## src/design/bsts_pkg.sv

```systemverilog
// shared types, widths and constants for the book skew trade signal block
package bsts_pkg;

  // default parameter values
  localparam int unsigned TotalWidthDef = 48;
  localparam int unsigned PriceWidthDef = 24;

  // fixed field widths
  localparam int unsigned DepthW   = 32;
  localparam int unsigned RatioW   = 16;
  localparam int unsigned LimitW   = 7;
  localparam int unsigned ValueW   = 16;
  localparam int unsigned PosW     = 8;
  localparam int unsigned CountW   = 32;
  localparam int unsigned PnlW     = 48;
  localparam int unsigned SideW    = 2;
  localparam int unsigned CfgIdxW  = 2;
  localparam int unsigned CfgDataW = 16;

  // shared multiplier operand and product widths
  localparam int unsigned MulAW = 32;
  localparam int unsigned MulBW = 16;
  localparam int unsigned MulPW = MulAW + MulBW;

  // register reset values
  localparam logic [RatioW-1:0] DepthRatioRst = 16'd12831;
  localparam logic [LimitW-1:0] PosLimitRst   = 7'd50;
  localparam logic [ValueW-1:0] PointValueRst = 16'd5;
  localparam logic [ValueW-1:0] FeeRst        = 16'd52;

  // trade side codes
  typedef enum logic [SideW-1:0] {
    SIDE_NONE = 2'd0,
    SIDE_BUY  = 2'd1,
    SIDE_SELL = 2'd2
  } side_e;

  // configuration register indexes
  typedef enum logic [CfgIdxW-1:0] {
    CFG_DEPTH_RATIO = 2'd0,
    CFG_POS_LIMIT   = 2'd1,
    CFG_POINT_VALUE = 2'd2,
    CFG_FEE         = 2'd3
  } cfg_idx_e;

  // sequencer steps
  typedef enum logic [2:0] {
    ST_IDLE,
    ST_RATIO_ASK,
    ST_RATIO_BID,
    ST_MARK,
    ST_DIFF,
    ST_SCALE_LO,
    ST_SCALE_HI,
    ST_FINISH
  } bsts_state_e;

  // multiplier operand selection
  typedef enum logic [2:0] {
    MUL_ASK_RATIO,
    MUL_BID_RATIO,
    MUL_MARK,
    MUL_SCALE_LO,
    MUL_SCALE_HI
  } mul_sel_e;

endpackage

```

## src/design/bsts_mul.sv

```systemverilog
// shared 32x16 multiplier with operand selection for every product of an update
module bsts_mul import bsts_pkg::*; #(
  parameter int unsigned TOTAL_WIDTH = TotalWidthDef,
  parameter int unsigned PRICE_WIDTH = PriceWidthDef
) (
  input  mul_sel_e                sel_i,
  input  logic [DepthW-1:0]       bid_depth_i,
  input  logic [DepthW-1:0]       ask_depth_i,
  input  logic [RatioW-1:0]       ratio_i,
  input  logic [PRICE_WIDTH-1:0]  price_i,
  input  logic [PosW-1:0]         mag_i,
  input  logic [ValueW-1:0]       point_value_i,
  input  logic [TOTAL_WIDTH-1:0]  diff_i,
  output logic [MulPW-1:0]        prod_o
);

  logic [MulAW-1:0] op_a;
  logic [MulBW-1:0] op_b;

  // operand mux
  always_comb begin
    unique case (sel_i)
      MUL_ASK_RATIO: begin
        op_a = ask_depth_i;
        op_b = ratio_i;
      end
      MUL_BID_RATIO: begin
        op_a = bid_depth_i;
        op_b = ratio_i;
      end
      MUL_MARK: begin
        op_a = MulAW'(price_i);
        op_b = MulBW'(mag_i);
      end
      MUL_SCALE_LO: begin
        op_a = MulAW'(diff_i);
        op_b = point_value_i;
      end
      MUL_SCALE_HI: begin
        op_a = MulAW'(diff_i >> 32);
        op_b = point_value_i;
      end
      default: begin
        op_a = '0;
        op_b = '0;
      end
    endcase
  end

  // unsigned product
  assign prod_o = MulPW'(op_a) * MulPW'(op_b);

endmodule

```

## src/design/book_skew_trade_signal_pnl_top.sv

```systemverilog
// top level of the book skew trade signal and marked-to-market pnl block
//
// Usage: book updates enter on the in_valid_i / in_ready_o channel, one
// result per update leaves on the out_valid_o / out_ready_i channel. A
// transfer happens at a clock edge where valid and ready are both high.
// Registers are written through cfg_we_i / cfg_idx_i / cfg_data_i; the user
// must write them only while the block is idle, the block does not enforce
// it. A write takes effect at the next edge. One update occupies the block for
// its accept plus seven steps, because a single 32x16 multiplier forms the two
// ratio products, the mark product and the two halves of the point value
// scaling in turn; out_valid_o rises once the last step passes the result on.
// in_ready_o is high only while the sequencer is idle. The result sits in an
// output register, so the next update is taken while a result waits; if the
// receiver still stalls when the next result is ready, the sequencer holds
// in its last step until the output register frees.
// Reset (rst_ni low) restores the register defaults, clears position,
// trade count, totals and the last reported pnl, and drops out_valid_o.
module book_skew_trade_signal_pnl_top import bsts_pkg::*; #(
  parameter int unsigned TOTAL_WIDTH = TotalWidthDef,
  parameter int unsigned PRICE_WIDTH = PriceWidthDef
) (
  input  logic                    clk_i,
  input  logic                    rst_ni,
  // configuration write port
  input  logic                    cfg_we_i,
  input  logic [CfgIdxW-1:0]      cfg_idx_i,
  input  logic [CfgDataW-1:0]     cfg_data_i,
  // book update channel
  input  logic                    in_valid_i,
  output logic                    in_ready_o,
  input  logic [DepthW-1:0]       bid_depth_i,
  input  logic [DepthW-1:0]       ask_depth_i,
  input  logic [PRICE_WIDTH-1:0]  best_bid_i,
  input  logic [PRICE_WIDTH-1:0]  best_ask_i,
  // result channel
  output logic                    out_valid_o,
  input  logic                    out_ready_i,
  output logic [SideW-1:0]        trade_side_o,
  output logic signed [PosW-1:0]  position_o,
  output logic [CountW-1:0]       units_traded_o,
  output logic signed [PnlW-1:0]  pnl_o,
  output logic                    pnl_changed_o
);

  bsts_state_e state_q, state_d;
  mul_sel_e    mul_sel;

  // configuration registers
  logic [RatioW-1:0] depth_ratio_q;
  logic [LimitW-1:0] pos_limit_q;
  logic [ValueW-1:0] point_value_q;
  logic [ValueW-1:0] fee_q;

  // running state
  logic signed [PosW-1:0]  pos_q;
  logic [CountW-1:0]       count_q;
  logic [TOTAL_WIDTH-1:0]  buy_tot_q;
  logic [TOTAL_WIDTH-1:0]  sell_tot_q;
  logic [TOTAL_WIDTH-1:0]  fee_tot_q;
  logic [TOTAL_WIDTH-1:0]  last_pnl_q;

  // captured update and working registers
  logic [DepthW-1:0]       bid_d_q;
  logic [DepthW-1:0]       ask_d_q;
  logic [PRICE_WIDTH-1:0]  bid_px_q;
  logic [PRICE_WIDTH-1:0]  ask_px_q;
  logic [MulPW-1:0]        prod_q;
  logic [TOTAL_WIDTH-1:0]  base_q;
  logic [TOTAL_WIDTH-1:0]  diff_q;
  logic [TOTAL_WIDTH-1:0]  acc_q;
  side_e                   side_q;

  // output register
  logic                    out_valid_q;
  logic [SideW-1:0]        out_side_q;
  logic signed [PosW-1:0]  out_pos_q;
  logic [CountW-1:0]       out_count_q;
  logic [PnlW-1:0]         out_pnl_q;
  logic                    out_changed_q;

  logic                    out_free;
  logic                    in_xfer;
  logic [MulPW-1:0]        mul_prod;
  logic [PRICE_WIDTH-1:0]  mark_price;
  logic [PosW-1:0]         mark_mag;
  logic signed [PosW-1:0]  lim_s;
  logic                    buy_hit;
  logic                    sell_hit;
  logic                    pos_long;

  assign out_free = !out_valid_q || out_ready_i;
  assign in_xfer  = in_valid_i && in_ready_o;
  assign pos_long = pos_q > 0;

  // mark price and position magnitude
  assign mark_price = pos_long ? bid_px_q : ask_px_q;
  assign mark_mag   = (pos_q < 0) ? PosW'(-pos_q) : PosW'(pos_q);

  // skew tests against the ratio products
  assign lim_s    = $signed({1'b0, pos_limit_q});
  assign buy_hit  = (MulPW'({bid_d_q, 8'b0}) > prod_q) && (pos_q < lim_s);
  assign sell_hit = (MulPW'({ask_d_q, 8'b0}) > mul_prod) && (pos_q > -lim_s);

  // shared multiplier
  bsts_mul #(
    .TOTAL_WIDTH (TOTAL_WIDTH),
    .PRICE_WIDTH (PRICE_WIDTH)
  ) u_mul (
    .sel_i         (mul_sel),
    .bid_depth_i   (bid_d_q),
    .ask_depth_i   (ask_d_q),
    .ratio_i       (depth_ratio_q),
    .price_i       (mark_price),
    .mag_i         (mark_mag),
    .point_value_i (point_value_q),
    .diff_i        (diff_q),
    .prod_o        (mul_prod)
  );

  // sequencer next state
  always_comb begin
    state_d = state_q;
    unique case (state_q)
      ST_IDLE:      if (in_valid_i) state_d = ST_RATIO_ASK;
      ST_RATIO_ASK: state_d = ST_RATIO_BID;
      ST_RATIO_BID: state_d = ST_MARK;
      ST_MARK:      state_d = ST_DIFF;
      ST_DIFF:      state_d = ST_SCALE_LO;
      ST_SCALE_LO:  state_d = ST_SCALE_HI;
      ST_SCALE_HI:  state_d = ST_FINISH;
      ST_FINISH:    if (out_free) state_d = ST_IDLE;
      default:      state_d = ST_IDLE;
    endcase
  end

  // sequencer outputs
  always_comb begin
    in_ready_o = 1'b0;
    mul_sel    = MUL_ASK_RATIO;
    unique case (state_q)
      ST_IDLE:      in_ready_o = 1'b1;
      ST_RATIO_ASK: mul_sel = MUL_ASK_RATIO;
      ST_RATIO_BID: mul_sel = MUL_BID_RATIO;
      ST_MARK:      mul_sel = MUL_MARK;
      ST_SCALE_LO:  mul_sel = MUL_SCALE_LO;
      ST_SCALE_HI:  mul_sel = MUL_SCALE_HI;
      default:      mul_sel = MUL_ASK_RATIO;
    endcase
  end

  // control, configuration and running totals
  always_ff @(posedge clk_i or negedge rst_ni) begin
    if (!rst_ni) begin
      state_q       <= ST_IDLE;
      depth_ratio_q <= DepthRatioRst;
      pos_limit_q   <= PosLimitRst;
      point_value_q <= PointValueRst;
      fee_q         <= FeeRst;
      pos_q         <= '0;
      count_q       <= '0;
      buy_tot_q     <= '0;
      sell_tot_q    <= '0;
      fee_tot_q     <= '0;
      last_pnl_q    <= '0;
      out_valid_q   <= 1'b0;
    end else begin
      state_q <= state_d;
      // register writes
      if (cfg_we_i) begin
        unique case (cfg_idx_i)
          CFG_DEPTH_RATIO: depth_ratio_q <= cfg_data_i[RatioW-1:0];
          CFG_POS_LIMIT:   pos_limit_q   <= cfg_data_i[LimitW-1:0];
          CFG_POINT_VALUE: point_value_q <= cfg_data_i[ValueW-1:0];
          CFG_FEE:         fee_q         <= cfg_data_i[ValueW-1:0];
          default: ;
        endcase
      end
      // trade decision, buy test first
      if (state_q == ST_RATIO_BID) begin
        if (buy_hit) begin
          pos_q     <= pos_q + PosW'(1);
          count_q   <= count_q + CountW'(1);
          buy_tot_q <= buy_tot_q + TOTAL_WIDTH'(ask_px_q);
          fee_tot_q <= fee_tot_q + TOTAL_WIDTH'(fee_q);
        end else if (sell_hit) begin
          pos_q      <= pos_q - PosW'(1);
          count_q    <= count_q + CountW'(1);
          sell_tot_q <= sell_tot_q + TOTAL_WIDTH'(bid_px_q);
          fee_tot_q  <= fee_tot_q + TOTAL_WIDTH'(fee_q);
        end
      end
      // result transfer bookkeeping
      if (state_q == ST_FINISH && out_free) begin
        out_valid_q <= 1'b1;
        last_pnl_q  <= acc_q;
      end else if (out_ready_i) begin
        out_valid_q <= 1'b0;
      end
    end
  end

  // datapath working registers
  always_ff @(posedge clk_i) begin
    if (in_xfer) begin
      bid_d_q  <= bid_depth_i;
      ask_d_q  <= ask_depth_i;
      bid_px_q <= best_bid_i;
      ask_px_q <= best_ask_i;
    end
    unique case (state_q)
      ST_RATIO_ASK: prod_q <= mul_prod;
      ST_RATIO_BID: begin
        if (buy_hit) begin
          side_q <= SIDE_BUY;
        end else if (sell_hit) begin
          side_q <= SIDE_SELL;
        end else begin
          side_q <= SIDE_NONE;
        end
      end
      ST_MARK: begin
        prod_q <= mul_prod;
        base_q <= sell_tot_q - buy_tot_q;
      end
      ST_DIFF: begin
        diff_q <= pos_long ? base_q + TOTAL_WIDTH'(prod_q) : base_q - TOTAL_WIDTH'(prod_q);
        acc_q  <= '0 - fee_tot_q;
      end
      ST_SCALE_LO: acc_q <= acc_q + TOTAL_WIDTH'(mul_prod);
      ST_SCALE_HI: acc_q <= acc_q + TOTAL_WIDTH'({mul_prod, 32'b0});
      ST_FINISH: begin
        if (out_free) begin
          out_side_q    <= side_q;
          out_pos_q     <= pos_q;
          out_count_q   <= count_q;
          out_pnl_q     <= PnlW'(acc_q);
          out_changed_q <= acc_q != last_pnl_q;
        end
      end
      default: ;
    endcase
  end

  // result ports
  assign out_valid_o    = out_valid_q;
  assign trade_side_o   = out_side_q;
  assign position_o     = out_pos_q;
  assign units_traded_o = out_count_q;
  assign pnl_o          = $signed(out_pnl_q);
  assign pnl_changed_o  = out_changed_q;

endmodule

```

## config.mk

```make
export PLATFORM = sky130hd
export DESIGN_NAME = book_skew_trade_signal_pnl_top
export DESIGN_NICKNAME = d
export VERILOG_FILES = /design/src/design/bsts_pkg.sv /design/src/design/bsts_mul.sv /design/src/design/book_skew_trade_signal_pnl_top.sv
export SDC_FILE = /design/constraint.sdc
export NUM_CORES = 2
export LEC_CHECK = 0
export CAP_MARGIN = 5
export CORE_MARGIN = 2
export CORE_UTILIZATION = 30
export CTS_BUF_LIST = sky130_fd_sc_hd__clkbuf_8
export DETAILED_ROUTE_END_ITERATION = 12
export DONT_BUFFER_PORTS = 1
export PLACE_DENSITY = 0.42
export SLEW_MARGIN = 10
export SYNTH_ARGS = -nofsm -noshare
export SYNTH_HDL_FRONTEND = slang
export SYNTH_SLANG_ARGS = --single-unit
```

## constraint.sdc

```tcl
create_clock -name clk_i -period 16.2 [get_ports clk_i]
set_input_delay 1.62 -clock clk_i [delete_from_list [all_inputs] [get_ports clk_i]]
set_output_delay 1.62 -clock clk_i [all_outputs]
set_load 0.02 [all_outputs]
```

==> results.yml <==
worst_setup_path:
  crit_arrival_ns: 15.69
  path_class: "register to register"
  crit_path_frequent_cell: "inv_1"
  crit_path_end_kind: "register"
  required_ns: 17.05
  cp_max_fo: 47
  critPathLaunchType: "register"
  slowest_delay_ns: 0.76
  cpMaxStageDelayCell: "xnor2_1"
clocking:
  numCtsBuffers: 139
  cts_setup_buffers: 0
  cts_hold_buf: 0
  cts_resized: 0
  cts_buffer_depth: 3
  cts_max_level: 4
  clock-sinks: 688
  cts_root_buffer: "clkbuf_8"
  clk_pin_slew_ns: 0.07
  tritoncts: "yes"
  insertion_delay_ns: 0.96
place:
  dp.final_hpwl_um: 158000
  post-place-ws_ns: 1.39
  dpl_cell_area_sq_mm: 0.0604
  io_buffers: 0
  globalplace.congestion: 0.903
  dp.cells: 8209
floorplan:
  die_area_sq_mm: 0.194
  ios: 228
  die_y_um: 440
  fp.dieW_um: 440
  start_util_pct: 30.1
  core-area_sq_mm: 0.190
  rows: 160
sta:
  fin_crit_sh_pct: 91.6
  finalSetupViolCount: 0
  fin_setup_tns_ns: 0
  relSlewSlack_pct: 10.8
  maxSlewViolCount: 0
  skew_ns: 0.0948
  fin_ws_ns: 1.36
  max_freq_mhz: 67.4
  tightest_slew_ns: 1.33
  hold_viol_final: 0
  rsz0062_at_grt: "no"
  finalCriticalPeriod_ns: 14.84
global_route:
  grt_pass1_wl_um: 296000
  overflow: 0
  grt_max_degree: 292
  grt_usage_pct: 20.7
  antenna_found_initial: 16
  grt_pass1_vias: 44100
detailed_routing:
  routed_via_density: 5.06
  vias: 42900
  ant_nets: 0
  wl_per_cell_um: 23.7
  wl_um: 201000
  drtIter0Drc: 2945
  drt-pass1-iter-count: 6
  drc: 0
min_path:
  hp-class: "input pin to asynchronous set/reset pin"
finish:
  multiInputGateArea_sq_mm: 0.0347
  seq_area_sq_mm: 0.0192
  stdcell_area_sq_mm: 0.0634
  fin_cells: 8467
  fillCellCount: 19700
  syn2layout_area_growth_pct: 10.9
  fin_nets: 6829
  drive_gt1_share_pct: 8.28
yosys:
  synth_top_area_share_pct: 20.9
  yosysWarnings: 0
  synth_area_leaders: "edfxtp_1, fa_1, dfrtp_1"
  syn_area_sq_mm: 0.0571
  yosysUniqueCellTypes: 80
  synth_seq_cells: 688
  yosysSeqAreaShare_pct: 33.6
  ys.flop_type: "edfxtp_1"
  synth_area_per_cell_sq_um: 9.84
  synth-edff-count: 397
  ys_async_sr_fraction_pct: 42.3
  syn_nets: 6795
  synth_top_cell_by_area: "edfxtp_1"
  syn-instance-count: 5805
outcome:
  status: "complete, no violations"
job:
  max_cap_viol_count: 0
## worst paths after layout
path,slack [ns],depth (start not counted),endpoint,start
max in group asynchronous,14.79,0,last_pnl_q[40],rst_ni
min in group clk_i,0.43,0,trade_side_o[1],side_q[1]
max reg2reg,1.36,39,sell_tot_q[0],state_q[1]
min reg2reg,0.43,0,trade_side_o[1],side_q[1]
max,1.36,39,sell_tot_q[0],state_q[1]
min,0.40,0,buy_tot_q[4],rst_ni
## metal layers
metal / global-route usage (%) / part of all wire [%] / vias up
li1: - / - / 19900
met1: 26.4 / 43 / 21500
met2: 34.9 / 48 / 1165
met3: 3.62 / 5.2 / 309
met4: 7.53 / 3.8 / 0
met5: 0 / 0 / -
## area by class of cell
type	instances	area share, %
Sequential cell	688	30.3
Antenna cell	4	0.0158
Inverter	691	4.09
Clock inverter	98	1.21
Multi-Input combinational cell	4217	54.8
Timing Repair Buffer	102	1.21
Tap cell	2511	4.96
Clock buffer	156	3.39
## critical path, delay by kind of cell (launching register included)
family                     cells  cell delay (ns)
xor gates and xnor gates       1             0.76
buffers and inverters          9             1.79
muxes                          1             0.32
and+or+nand+nor               16             6.27
DFF                            1             0.35
adders and majority gates      8             3.85
AOI/OAI and AO/OA              4             1.31
## through the flow
| step | utilization, % | hold WS, ns |
|---|---|---|
| global route | 33.4 | 0.296 |
| detailed placement | 31.8 | 0.410 |
| CTS | 33.4 | 0.244 |
| global placement | 31.8 | 0.415 |
| floorplan | - | 0.400 |
| finish | 33.4 | 0.405 |
## flip-flops by register name, indices dropped and copies added (netlist names), 2 cells and up
name            cells
count_q            32
ask_px_q           24
fee_tot_q          48
bid_px_q           24
pos_limit_q         7
base_q             48
pnl_o              48
bid_d_q            32
sell_tot_q         48
diff_q             48
state_q             3
side_q              2
trade_side_o        2
depth_ratio_q      16
prod_q             48
last_pnl_q         48
pos_q               8
position_o          8
units_traded_o     32
ask_d_q            32
buy_tot_q          48
point_value_q      16
fee_q              16
acc_q              48
## cell usage after synthesis, drive strengths merged, types with 9 or more instances
library cell,instances
a211oi,22
a21boi,11
a21o,164
a21oi,291
a221oi,24
a22oi,17
a31oi,29
and2,85
and3,50
and4,11
buf,19
clkbuf,190
dfrtp,275
dfstp,16
edfxtp,397
fa,426
ha,429
inv,691
mux2,111
mux2i,43
nand2,659
nand2b,69
nand3,100
nand3b,9
nand4,73
nor2,326
nor2b,45
nor3,89
nor3b,10
nor4,53
nor4b,13
o211ai,10
o21a,28
o21ai,244
o21bai,32
o221ai,23
o22ai,42
o31ai,30
o41ai,10
or2,11
or3,26
or4,10
xnor2,318
xor2,192
## cell usage in the layout, fill, tap and decap left out, types with 88 or more instances in the layout
| cell type | synthesis | layout |
|---|---|---|
| a21o_1 | 164 | 164 |
| nand2_1 | 659 | 659 |
| clkbuf_8 | 0 | 156 |
| ha_1 | 429 | 429 |
| xnor2_1 | 318 | 312 |
| a21oi_1 | 291 | 286 |
| xor2_1 | 192 | 191 |
| fa_1 | 426 | 426 |
| dfrtp_1 | 275 | 273 |
| buf_4 | 0 | 102 |
| inv_1 | 690 | 739 |
| edfxtp_1 | 397 | 397 |
| o21ai_0 | 225 | 219 |
| nor2_1 | 326 | 320 |
| mux2_2 | 111 | 111 |
| nand3_1 | 100 | 100 |
| nor3_1 | 89 | 88 |
## cell families (layout without fill, tap and decap cells)
group / Yosys count / in the layout / synth area share (%)
AND/OR/NAND/NOR: 1647 / 1647 / 13.6
AO/OA/AOI/OAI: 1051 / 1051 / 11.7
buffers and inverters: 900 / 1047 / 5.95
adder cells (fa/ha/maj): 855 / 855 / 24.3
flip-flops: 688 / 688 / 33.6
XOR/XNOR: 510 / 510 / 7.82
multiplexers: 154 / 154 / 2.94
other: 0 / 4 / 0
Power is left out: the tool's default activity adds up to more than one toggle a clock period on the data nets, which glitch-free logic cannot reach.
